<file path="src/sv/array_priority_queue_assert.svh">
// Assertion macros for the array priority queue
`ifndef ARRAY_PRIORITY_QUEUE_ASSERT_SVH
`define ARRAY_PRIORITY_QUEUE_ASSERT_SVH

// same-cycle implication, checked out of reset
`define APQ_ASSERT_NOW(label, clk, rst, cond, prop) \
  label: assert property (@(posedge clk) disable iff (rst) (cond) |-> (prop)) \
    else $error("array_priority_queue check failed");

// next-cycle implication, checked out of reset
`define APQ_ASSERT_NEXT(label, clk, rst, cond, prop) \
  label: assert property (@(posedge clk) disable iff (rst) (cond) |=> (prop)) \
    else $error("array_priority_queue check failed");

`endif

</file>
<file path="src/sv/apq_pkg.sv">
// Package with shared types and constants for the array priority queue
`timescale 1ns / 1ps

package apq_pkg;

  localparam int CAPACITY_DEFAULT = 64;
  localparam int FIELD_W          = 16;
  localparam int ENTRY_W          = 2 * FIELD_W;
  localparam int KIND_W           = 2;
  localparam int STATUS_W         = 2;
  localparam int OCC_W            = 7;
  localparam int IN_DATA_W        = 32;
  localparam int OUT_DATA_W       = 40;

  localparam logic [KIND_W-1:0] KIND_INSERT = 2'd0;
  localparam logic [KIND_W-1:0] KIND_REMOVE = 2'd1;
  localparam logic [KIND_W-1:0] KIND_PEEK   = 2'd2;

  localparam logic [STATUS_W-1:0] STATUS_OK    = 2'd0;
  localparam logic [STATUS_W-1:0] STATUS_EMPTY = 2'd1;
  localparam logic [STATUS_W-1:0] STATUS_FULL  = 2'd2;

  typedef enum logic [1:0] {
    ST_IDLE,
    ST_SCAN,
    ST_SHIFT,
    ST_EMIT
  } state_t;

endpackage

</file>
<file path="src/sv/array_priority_queue.sv">
// Top level of the array priority queue: control, scan, shift and result register
//
// Input channel s_*: one item per handshake, tuser carries the kind (insert,
// remove best, peek best), tdata the length and priority to insert.
// Output channel m_*: exactly one item per input item, in order; tuser carries
// the status, tdata the best entry and the occupancy after the item.
// Entries sit unsorted, in insertion order, in one RAM of CAPACITY words.
// Insert, unused kind, insert when full, peek/remove when empty: the block goes
// straight from acceptance to its emit step, then back to idle for the next item.
// Peek: one RAM read per stored entry, then the emit step.
// Remove: the peek scan, then one read and one write per entry behind the best
// one to close the gap, then the emit step.
// The RAM read port, one word a cycle, paces the scan and the shift.
// s_tready is high while no item is in progress; a finished result waits in
// the output register, so the next item may be taken while m_tready is low.
// A result that cannot leave holds the block in its emit step.
// Reset empties the queue at once; RAM contents need no clearing.
`timescale 1ns / 1ps
`include "array_priority_queue_assert.svh"

module array_priority_queue #(
  parameter int CAPACITY = apq_pkg::CAPACITY_DEFAULT
) (
  input  logic                            clk,
  input  logic                            rst,
  input  logic                            s_tvalid,
  output logic                            s_tready,
  // [15:0] item_length, [31:16] item_priority
  input  logic [apq_pkg::IN_DATA_W-1:0]   s_tdata,
  // [1:0] kind
  input  logic [apq_pkg::KIND_W-1:0]      s_tuser,
  output logic                            m_tvalid,
  input  logic                            m_tready,
  // [15:0] best_length, [31:16] best_priority, [38:32] occupancy, [39] zero
  output logic [apq_pkg::OUT_DATA_W-1:0]  m_tdata,
  // [1:0] status
  output logic [apq_pkg::STATUS_W-1:0]    m_tuser
);

  localparam int IW = $clog2(CAPACITY);
  localparam int CW = $clog2(CAPACITY + 1);
  localparam int FW = apq_pkg::FIELD_W;
  localparam int EW = apq_pkg::ENTRY_W;

  apq_pkg::state_t state, state_next;

  logic [CW-1:0]               count;
  logic [CW-1:0]               ptr;
  logic                        rd_valid;
  logic [IW-1:0]               rd_idx;
  logic [EW-1:0]               rd_data;
  logic [EW-1:0]               best;
  logic [IW-1:0]               best_idx;
  logic                        is_remove;
  logic [FW-1:0]               res_len;
  logic [FW-1:0]               res_prio;
  logic [apq_pkg::STATUS_W-1:0] res_status;

  logic                        accept;
  logic                        rd_en;
  logic [IW-1:0]               rd_addr;
  logic                        wr_en;
  logic [IW-1:0]               wr_addr;
  logic [EW-1:0]               wr_data;
  logic                        load_out;
  logic                        take;
  logic                        better;
  logic                        scan_last;
  logic                        full;
  logic [EW-1:0]               best_sel;
  logic [IW-1:0]               best_idx_sel;

  apq_ram #(
    .WIDTH (EW),
    .DEPTH (CAPACITY)
  ) u_store (
    .clk     (clk),
    .wr_en   (wr_en),
    .wr_addr (wr_addr),
    .wr_data (wr_data),
    .rd_en   (rd_en),
    .rd_addr (rd_addr),
    .rd_data (rd_data)
  );

  assign s_tready = (state == apq_pkg::ST_IDLE);
  assign accept   = s_tvalid && s_tready;
  assign full     = (count >= CW'(CAPACITY));

  assign better = ($signed(rd_data[EW-1:FW]) > $signed(best[EW-1:FW])) ||
                  ((rd_data[EW-1:FW] == best[EW-1:FW]) && (rd_data[FW-1:0] < best[FW-1:0]));
  assign take         = (rd_idx == '0) || better;
  assign best_sel     = take ? rd_data : best;
  assign best_idx_sel = take ? rd_idx : best_idx;
  assign scan_last    = rd_valid && (CW'(rd_idx) == count - CW'(1));

  always_ff @(posedge clk) begin
    if (rst) begin
      state <= apq_pkg::ST_IDLE;
    end else begin
      state <= state_next;
    end
  end

  always_comb begin
    state_next = state;
    rd_en      = 1'b0;
    rd_addr    = ptr[IW-1:0];
    wr_en      = 1'b0;
    wr_addr    = count[IW-1:0];
    wr_data    = s_tdata[EW-1:0];
    load_out   = 1'b0;
    unique case (state)
      apq_pkg::ST_IDLE: begin
        if (accept) begin
          state_next = apq_pkg::ST_EMIT;
          case (s_tuser) inside
            apq_pkg::KIND_INSERT: wr_en = !full;
            apq_pkg::KIND_REMOVE, apq_pkg::KIND_PEEK: begin
              if (count != '0) begin
                state_next = apq_pkg::ST_SCAN;
              end
            end
            default: ;
          endcase
        end
      end
      apq_pkg::ST_SCAN: begin
        rd_en = (ptr < count);
        if (scan_last) begin
          state_next = is_remove ? apq_pkg::ST_SHIFT : apq_pkg::ST_EMIT;
        end
      end
      apq_pkg::ST_SHIFT: begin
        rd_en   = (ptr < count);
        wr_en   = rd_valid;
        wr_addr = rd_idx - IW'(1);
        wr_data = rd_data;
        if (!rd_en && !rd_valid) begin
          state_next = apq_pkg::ST_EMIT;
        end
      end
      apq_pkg::ST_EMIT: begin
        load_out = !m_tvalid || m_tready;
        if (load_out) begin
          state_next = apq_pkg::ST_IDLE;
        end
      end
      default: state_next = apq_pkg::ST_IDLE;
    endcase
  end

  always_ff @(posedge clk) begin
    if (rst) begin
      count    <= '0;
      rd_valid <= 1'b0;
      m_tvalid <= 1'b0;
    end else begin
      rd_valid <= rd_en;
      if (state == apq_pkg::ST_IDLE && accept && s_tuser == apq_pkg::KIND_INSERT && !full) begin
        count <= count + CW'(1);
      end
      if (state == apq_pkg::ST_SHIFT && state_next == apq_pkg::ST_EMIT) begin
        count <= count - CW'(1);
      end
      if (load_out) begin
        m_tvalid <= 1'b1;
      end else if (m_tready) begin
        m_tvalid <= 1'b0;
      end
    end
  end

  always_ff @(posedge clk) begin
    rd_idx <= rd_addr;
    if (rd_en) begin
      ptr <= ptr + CW'(1);
    end
    unique case (state)
      apq_pkg::ST_IDLE: begin
        ptr        <= '0;
        is_remove  <= (s_tuser == apq_pkg::KIND_REMOVE);
        res_len    <= '0;
        res_prio   <= '0;
        res_status <= apq_pkg::STATUS_OK;
        case (s_tuser) inside
          apq_pkg::KIND_INSERT: begin
            if (full) begin
              res_status <= apq_pkg::STATUS_FULL;
            end
          end
          apq_pkg::KIND_REMOVE, apq_pkg::KIND_PEEK: begin
            if (count == '0) begin
              res_status <= apq_pkg::STATUS_EMPTY;
            end
          end
          default: ;
        endcase
      end
      apq_pkg::ST_SCAN: begin
        if (rd_valid) begin
          best     <= best_sel;
          best_idx <= best_idx_sel;
        end
        if (scan_last) begin
          res_len  <= best_sel[FW-1:0];
          res_prio <= best_sel[EW-1:FW];
          ptr      <= CW'(best_idx_sel) + CW'(1);
        end
      end
      default: ;
    endcase
    if (load_out) begin
      m_tdata <= {{(apq_pkg::OUT_DATA_W - EW - apq_pkg::OCC_W){1'b0}},
                  apq_pkg::OCC_W'(count), res_prio, res_len};
      m_tuser <= res_status;
    end
  end

  `APQ_ASSERT_NOW(a_count_bound, clk, rst, 1'b1, count <= CW'(CAPACITY))
  `APQ_ASSERT_NOW(a_write_phase, clk, rst, wr_en, state == apq_pkg::ST_IDLE || state == apq_pkg::ST_SHIFT)
  `APQ_ASSERT_NOW(a_read_in_range, clk, rst, rd_en, CW'(rd_addr) < count)
  `APQ_ASSERT_NEXT(a_emit_done, clk, rst, load_out, m_tvalid && state == apq_pkg::ST_IDLE)

endmodule

</file>
<file path="src/sv/apq_ram.sv">
// Generic single-write, single-read RAM with registered read data
`timescale 1ns / 1ps

module apq_ram #(
  parameter int WIDTH = 32,
  parameter int DEPTH = 64
) (
  input  logic                     clk,
  input  logic                     wr_en,
  input  logic [$clog2(DEPTH)-1:0] wr_addr,
  input  logic [WIDTH-1:0]         wr_data,
  input  logic                     rd_en,
  input  logic [$clog2(DEPTH)-1:0] rd_addr,
  output logic [WIDTH-1:0]         rd_data
);

  logic [WIDTH-1:0] mem [DEPTH];

  always_ff @(posedge clk) begin
    if (wr_en) begin
      mem[wr_addr] <= wr_data;
    end
    if (rd_en) begin
      rd_data <= mem[rd_addr];
    end
  end

endmodule
</file>
<file path="config.mk">
export PLATFORM = sky130hd
export DESIGN_NAME = array_priority_queue
export DESIGN_NICKNAME = d
export VERILOG_FILES = /design/src/sv/apq_pkg.sv /design/src/sv/array_priority_queue.sv /design/src/sv/apq_ram.sv
export VERILOG_INCLUDE_DIRS = /design/src /design/src/sv
export SDC_FILE = /design/constraint.sdc
export NUM_CORES = 2
export LEC_CHECK = 0
export BUFFER_PORTS_ARGS = -buffer_cell sky130_fd_sc_hd__buf_2
export CAP_MARGIN = 10
export CORE_ASPECT_RATIO = 1.5
export CORE_MARGIN = 4
export CORE_UTILIZATION = 30
export CTS_CLUSTER_SIZE = 30
export DETAILED_ROUTE_END_ITERATION = 10
export PLACE_DENSITY_LB_ADDON = 0.1
export SETUP_SLACK_MARGIN = 0.5
export SLEW_MARGIN = 10
export SYNTH_ARGS = -nofsm -noshare
export SYNTH_HDL_FRONTEND = slang
export SYNTH_HIERARCHICAL = 1
export SYNTH_SLANG_ARGS = --single-unit
</file>
<file path="constraint.sdc">
create_clock -name clk -period 4.5 [get_ports clk]
set_clock_uncertainty 0.2 [all_clocks]
set_input_delay 0.45 -clock clk [delete_from_list [all_inputs] [get_ports clk]]
set_output_delay 0.45 -clock clk [all_outputs]
set_load 0.01 [all_outputs]
</file>
# After elaboration in Yosys (flattened, before gate mapping)
# Memory sizes are Yosys's and may differ from the RTL's. A register that Yosys moved wholly into a read port is not among the register bits.
# Index checks and enable logic that the tools add are counted.
[totals]
out_inout_bits = 44
mem_count = 1
ramBits = 2048
inputBits = 38
register_bits = 138
word_cells = 95
[classes]
n_eq_ne = 9
n_lt_le_gt_ge = 4
addsub = 5
muxes = 35
reduce_logical = 27
[mem_list]
columns = ["memory", "words", "word_bits", "rd", "rd_clocked_by_memory_dff", "wr", "line", "text"]
rows = [
  ["u_store.mem", 64, 32, 1, 1, 1, "apq_ram.sv:17", "logic [WIDTH-1:0] mem [DEPTH];"],
]
[op_table]
columns = ["cell", "count"]
rows = [
  ["$mux 32", 2],
  ["$pmux 16 s2", 2],
  ["$mux 16", 2],
  ["$mux 7", 4],
  ["$mux 2", 9],
  ["$eq 16x16->1", 1],
  ["$gt 16x16->1", 1],
  ["$lt 16x16->1", 1],
  ["$add 7x1->7 const B", 2],
  ["$pmux 7 s2", 1],
  ["$mux 6", 2],
  ["$mux 1", 11],
  ["$eq 2x2->1 const B", 4],
  ["$logic_and 1x1->1", 8],
  ["$pmux 2 s4", 1],
  ["$add 6x1->7 const B", 1],
  ["$eq 6x7->1", 1],
  ["$ge 7x7->1 const B", 1],
  ["$logic_not 7->1", 1],
  ["$lt 7x7->1", 1],
  ["$reduce_bool 7->1", 1],
  ["$sub 7x1->7 const B", 1],
  ["$logic_not 6->1", 1],
  ["$reduce_bool 2->1", 3],
  ["9 further kinds", 18],
]

# Logic depth before layout (Yosys ltp)
[depth]
ltp_word = 9
ltp_mapped = 16
ltp_nobuf = 15

# Modules after synthesis
# The synthesis kept the hierarchy.
[modules_own_cells]
columns = ["mod", "area_each_um2", "n_inst", "cells_each", "seq_area_each_um2"]
rows = [
  ["apq_ram", 78835.6, 1, 3324, 62459.9],
  ["array_priority_queue", 7368.3, 1, 608, 3903.7],
]

# Worst setup path after synthesis
# No wires, ideal clock.
[synth_timing]
path_kind = "register to register"
from = "register state[0]"
to = "memory u_store.mem[49][0] (enable)"
period_less_slack_ps = 4903
setup_ps = 461
path_buffers = 0
setup_slack_ps = -403
stages_incl_launch_ff = 9
t_arrival_ps = 4242
required_time_ps = 3839
cell_sequence = "dfxtp_1 -> inv_1 -> ha_1 -> inv_1 -> nor3_1 -> a21o_1 -> nor2b_1 -> nand4_1 -> nor3_1"
[synth_via]
elab_chain_cells = 6
elab_cells_between_ends = 8
cone_classes = "eq/ne (1); mux (5); reduce/logical (2)"
[synth_rtl]
columns = ["element", "line", "text"]
rows = [
  ["start, declared", "array_priority_queue.sv:45", "apq_pkg::state_t state, state_next;"],
  ["start signal, assigned", "array_priority_queue.sv:99", "state <= apq_pkg::ST_IDLE;"],
  ["start signal, assigned", "array_priority_queue.sv:101", "state <= state_next;"],
  ["$logic_not 2->1 *", "array_priority_queue.sv:86", "assign s_tready = (state == apq_pkg::ST_IDLE);"],
  ["named net s_tready", "array_priority_queue.sv:27", "output logic s_tready,"],
  ["$logic_and 1x1->1", "array_priority_queue.sv:87", "assign accept = s_tvalid && s_tready;"],
  ["$mux 1", "array_priority_queue.sv:115", "if (accept) begin"],
  ["$pmux 1 s2 *", "array_priority_queue.sv:113", "unique case (state)"],
  ["named net wr_en", "array_priority_queue.sv:62", "logic wr_en;"],
  ["$mux 1 *", "apq_ram.sv:20", "if (wr_en) begin"],
  ["$mux 1 (not written as such) *", "apq_ram.sv:21", "mem[wr_addr] <= wr_data;"],
  ["end, declared", "apq_ram.sv:17", ""],
]
# The timed path passes the listed nets; every way through them passes the cells marked *.

# Worst setup path after layout
[layout_timing]
from = "register u_store.rd_data[31], read port of u_store.mem"
to = "register ptr[2]"
[layout_via]
elab_chain_cells = 8
elab_cells_between_ends = 9
cone_classes = "add/sub (1); order compare (1); eq/ne (1); mux (3); reduce/logical (3)"
[layout_rtl]
columns = ["element", "line", "text"]
rows = [
  ["start, declared", "apq_ram.sv:14", "output logic [WIDTH-1:0] rd_data"],
  ["branches (longest 2 deep; another with $gt 16x16->1)", "--", ""],
  ["$logic_or 1x1->1 *", "array_priority_queue.sv:90", "assign better = ($signed(rd_data[EW-1:FW]) > $signed(best[EW-1:FW])) ||"],
  ["$logic_or 1x1->1 *", "array_priority_queue.sv:92", "assign take = (rd_idx == '0) || better;"],
  ["$mux 6 *", "array_priority_queue.sv:94", "assign best_idx_sel = take ? rd_idx : best_idx;"],
  ["named net best_idx_sel[0]", "array_priority_queue.sv:71", "logic [IW-1:0] best_idx_sel;"],
  ["$add 6x1->7 *", "array_priority_queue.sv:208", "ptr <= CW'(best_idx_sel) + CW'(1);"],
  ["$mux 7 *", "array_priority_queue.sv:205", "if (scan_last) begin"],
  ["$pmux 7 s2 *", "array_priority_queue.sv:179", "unique case (state)"],
  ["end signal, assigned", "array_priority_queue.sv:177", "ptr <= ptr + CW'(1);"],
  ["end signal, assigned", "array_priority_queue.sv:208", ""],
  ["end, declared", "array_priority_queue.sv:48", "logic [CW-1:0] ptr;"],
]
# Mark *: on every way through the listed nets, which the timed path passes.
# A chain may end at the register's enable or synchronous reset.

==> impl_metrics.toml <==
[floorplanning]
die_h_um = 665
dieArea_sq_um = 296000
io_pins = 82
start_util = 0.302
rows = 240
core-area_sq_um = 286000
die_w_um = 446

[global_route]
grt_use_met2 = 0.316
grt_overflow_total = 0
groute.layer.met1.usage = 0.214
busiest_layer = "met2"
grt_pass1_vias = 44000
grt_antenna_before_repair = 8
grt_max_degree = 65
grt_use_total = 0.171
grt_util_met3 = 0.0199
grt_pass1_wl_mm = 358

[critical_path]
startpoint = "u_store/rd_data[31]$_DFFE_PP_"
crit-reg2reg-capture = "ptr[2]$_DFF_P_"
critPathArrivalTime_ps = 4390
rr_startpoint = "u_store/rd_data[31]$_DFFE_PP_"
crit_path_end_kind = "flip-flop"
cp.required_ps = 5070
r2r_cells = 14
crit_path_start_kind = "flip-flop"
r2r_slack_ps = 680
crit_type = "flip-flop to flip-flop"
worst-path-max-fanout = 4

[logic_synthesis]
synth_edf_count = 2194
syn_inst = 3932
syn_area_sq_um = 86200
ys.flop_type = "edfxtp_1"
avgSynthCellArea_sq_um = 21.9
ys_seq_area_frac = 0.770
synth_fp_nets = 4020
async_reset_ff_frac = 0
synth-seq-cells = 2218
ys_types = 71
yosysWarningCount = 6

[pwr]
p_leak_nw = 30.7
peakVddDrop_mv = 0.298
powerDensity_nw_per_um2 = 534

[route]
wl_per_cell_um = 31.0
drcViolationCount = 0
vias = 41100
wirelength_mm = 256
via_per_inst = 4.98
dr.pass1.iters = 5
ant_nets = 0
drt_iter0_markers = 2987

[final_layout]
finalCoreUtilization = 0.353
final_nets = 4432
drive_gt1_frac = 0.308
area.growth.synth_to_final_pct = 17.0

[clock_tree]
cts_max_level = 4
cts_root_buf = "clkbuf_16"
cts.sinks = 2218
clk_path_buf_depth = 4
cts_made_buffers = 216
cts_tree = "done"
insertion_delay_ps = 850
clk_pin_slew_ps = 70

[sta]
grt_setup_unrepaired = "yes"
fin_crit_sh = 0.850
finalHoldViolations = 0
drv_slew = 0
fmax_ghz = 0.262
setup_viol = 0
relSlewSlack = 0.260
timing.final.crit_period_ps = 3820
tightest_slew_ps = 1110
tns_ps = 0

[place]
hpwl_mm = 155
io_buffers = 80
gp_congestion = 0.768

[run]
max-cap-violations = 0

[min_path]
hp-start = "s_tdata[12]"
holdPathEnd = "u_store/mem[56][12]$_DFFE_PP_"
whs_path_depth = 2
holdCritPathClass = "input pin to flip-flop"

[run_status]
status = "finished clean"
==> worst max-delay path, stage by stage (launching register included) <==
cell and delay [ps]:
edfxtp_1 420, ha_1 360, nand4_1 170, or4_4 610, o211ai_1 120, a31o_2 190
nand3_2 120, mux2_2 300, ha_1 230, inv_1 100, nor2_1 100, nand4_1 110
or4bb_1 500, o2111a_1 150, o21ai_1 70
==> flip-flops by register name, summed over array words and instances, names as in the netlist <==
name / cells
best: 32
u_store/rd_data: 32
ptr: 7
count: 7
best_idx: 6
m_tvalid: 1
res_status: 2
u_store/mem: 2048
state: 2
rd_idx: 6
res_prio: 16
rd_valid: 1
res_len: 16
m_tdata: 39
m_tuser: 2
is_remove: 1
==> cell usage after synthesis (all sizes together) (3+ instances only) <==
| master | count | area (sq um) |
|---|---|---|
| and3 | 12 | 75.1 |
| o22ai | 88 | 551 |
| or2 | 3 | 18.8 |
| a211oi | 4 | 35.0 |
| xnor2 | 14 | 130 |
| o211ai | 3 | 22.5 |
| a22oi | 12 | 90.1 |
| o32ai | 5 | 43.8 |
| nor2b | 21 | 131 |
| nor4 | 3 | 18.8 |
| nand3b | 6 | 45.0 |
| a21oi | 84 | 420 |
| a31oi | 5 | 31.3 |
| xor2 | 10 | 87.6 |
| o21a | 5 | 37.5 |
| mux2 | 71 | 800 |
| mux2i | 97 | 971 |
| and2 | 38 | 238 |
| inv | 53 | 199 |
| o21ai | 18 | 90.1 |
| or3b | 5 | 43.8 |
| a311oi | 8 | 70.1 |
| nand2b | 13 | 81.3 |
| nor3 | 22 | 110 |
| ha | 50 | 626 |
| dfxtp | 24 | 480 |
| or3 | 4 | 25.0 |
| nand3 | 22 | 115 |
| nand2 | 45 | 169 |
| mux4 | 544 | 12300 |
| o221ai | 28 | 245 |
| or4 | 3 | 26.3 |
| buf | 113 | 641 |
| clkbuf | 94 | 354 |
| nor2 | 157 | 589 |
| nand4 | 15 | 93.8 |
| nor3b | 3 | 27.5 |
| a41o | 5 | 50.1 |
| edfxtp | 2194 | 65900 |
| a21o | 6 | 45.0 |
| a221oi | 4 | 35.0 |
==> power by group <==
group          total [mW]  switching, mW  internal (mW)
Clock                17.7           7.82           9.88
Combinational        10.3           6.66           3.60
Sequential           25.9          0.424           25.5
==> layout by cell type (no fill, tap or decap), drive strengths merged, types with 6 or more instances in the layout <==
cell type,n
edfxtp,2194
mux4,544
buf,392
clkbuf,272
nor2,157
mux2i,97
o22ai,88
clkinv,87
a21oi,84
mux2,71
inv,56
ha,50
nand2,45
and2,38
o221ai,28
dfxtp,24
nand3,22
nor3,22
nor2b,21
o21ai,18
bufinv,17
nand4,15
xnor2,14
nand2b,13
and3,12
a22oi,12
xor2,10
dlygate4sd3,9
a311oi,8
diode,6
nand3b,6
a21o,6
==> cells by family (layout without fill, tap and decap cells) <==
kind of cell / Yosys count / after routing / synth area share
other: 1 / 7 / 0.0000435
buffers and inverters: 260 / 835 / 0.0138
AO/OA/AOI/OAI: 291 / 291 / 0.0224
flip-flops: 2218 / 2218 / 0.770
AND/OR/NAND/NOR: 376 / 376 / 0.0214
XOR/XNOR: 24 / 24 / 0.00253
multiplexers: 712 / 712 / 0.163
adder cells (fa/ha/maj): 50 / 50 / 0.00726
==> layer usage <==
metal	vias up	share of wire
met4	0	0.022
met2	776	0.54
met1	22700	0.41
met5	-	0
met3	291	0.031
li1	17400	-
==> cell type report <==
cell class | instances | area (sq um)
diodes | 6 | 15.0
clock buffers | 272 | 5700
clock inverters | 109 | 942
fillers | 26400 | 185000
inverters | 53 | 199
multi-input cells | 1454 | 19200
flip-flops and latches | 2218 | 66400
well taps | 3751 | 4690
repair buffers | 401 | 3740
==> per-stage QoR <==
step / cells / total power, mW / cell area, sq um / hold WS (ps) / setup slack, ps
2_1_floorplan: 3932 / 32.1 / 86300 / 199 / 236
3_3_place_gp: 7868 / 36.8 / 94100 / 202 / 418
3_5_place_dp: 7868 / 36.9 / 94100 / 205 / 329
4_1_cts: 8258 / 54.8 / 101000 / 4.23 / 565
5_1_grt: 8259 / 56.1 / 101000 / 73.7 / 470
6_report: 8264 / 53.9 / 101000 / 88.2 / 676
==> worst max-delay path by stage <==
stage / end / slack (ps) / cells past startpoint
after global routing: ptr[2]$_DFF_P_ / 470 / 14
after detailed placement: ptr[2]$_DFF_P_ / 330 / 14
final: ptr[2]$_DFF_P_ / 680 / 14
after floorplan: u_store/mem[39][0]$_DFFE_PP_ / 240 / 10
after CTS: ptr[2]$_DFF_P_ / 570 / 14
after global placement: ptr[2]$_DFF_P_ / 420 / 14
==> what timing repair did <==
item | 4_1_cts | 5_1_grt
hold buffers | 9 | 0
resized for setup | 4 | 3
pin swaps | 0 | 2
buffers inserted | 0 | 0
endpoints found under the hold margin | 21 | 0
endpoints found under the setup margin | 1 | 58
No activity file was read; power rests on OpenSTA's default activity.
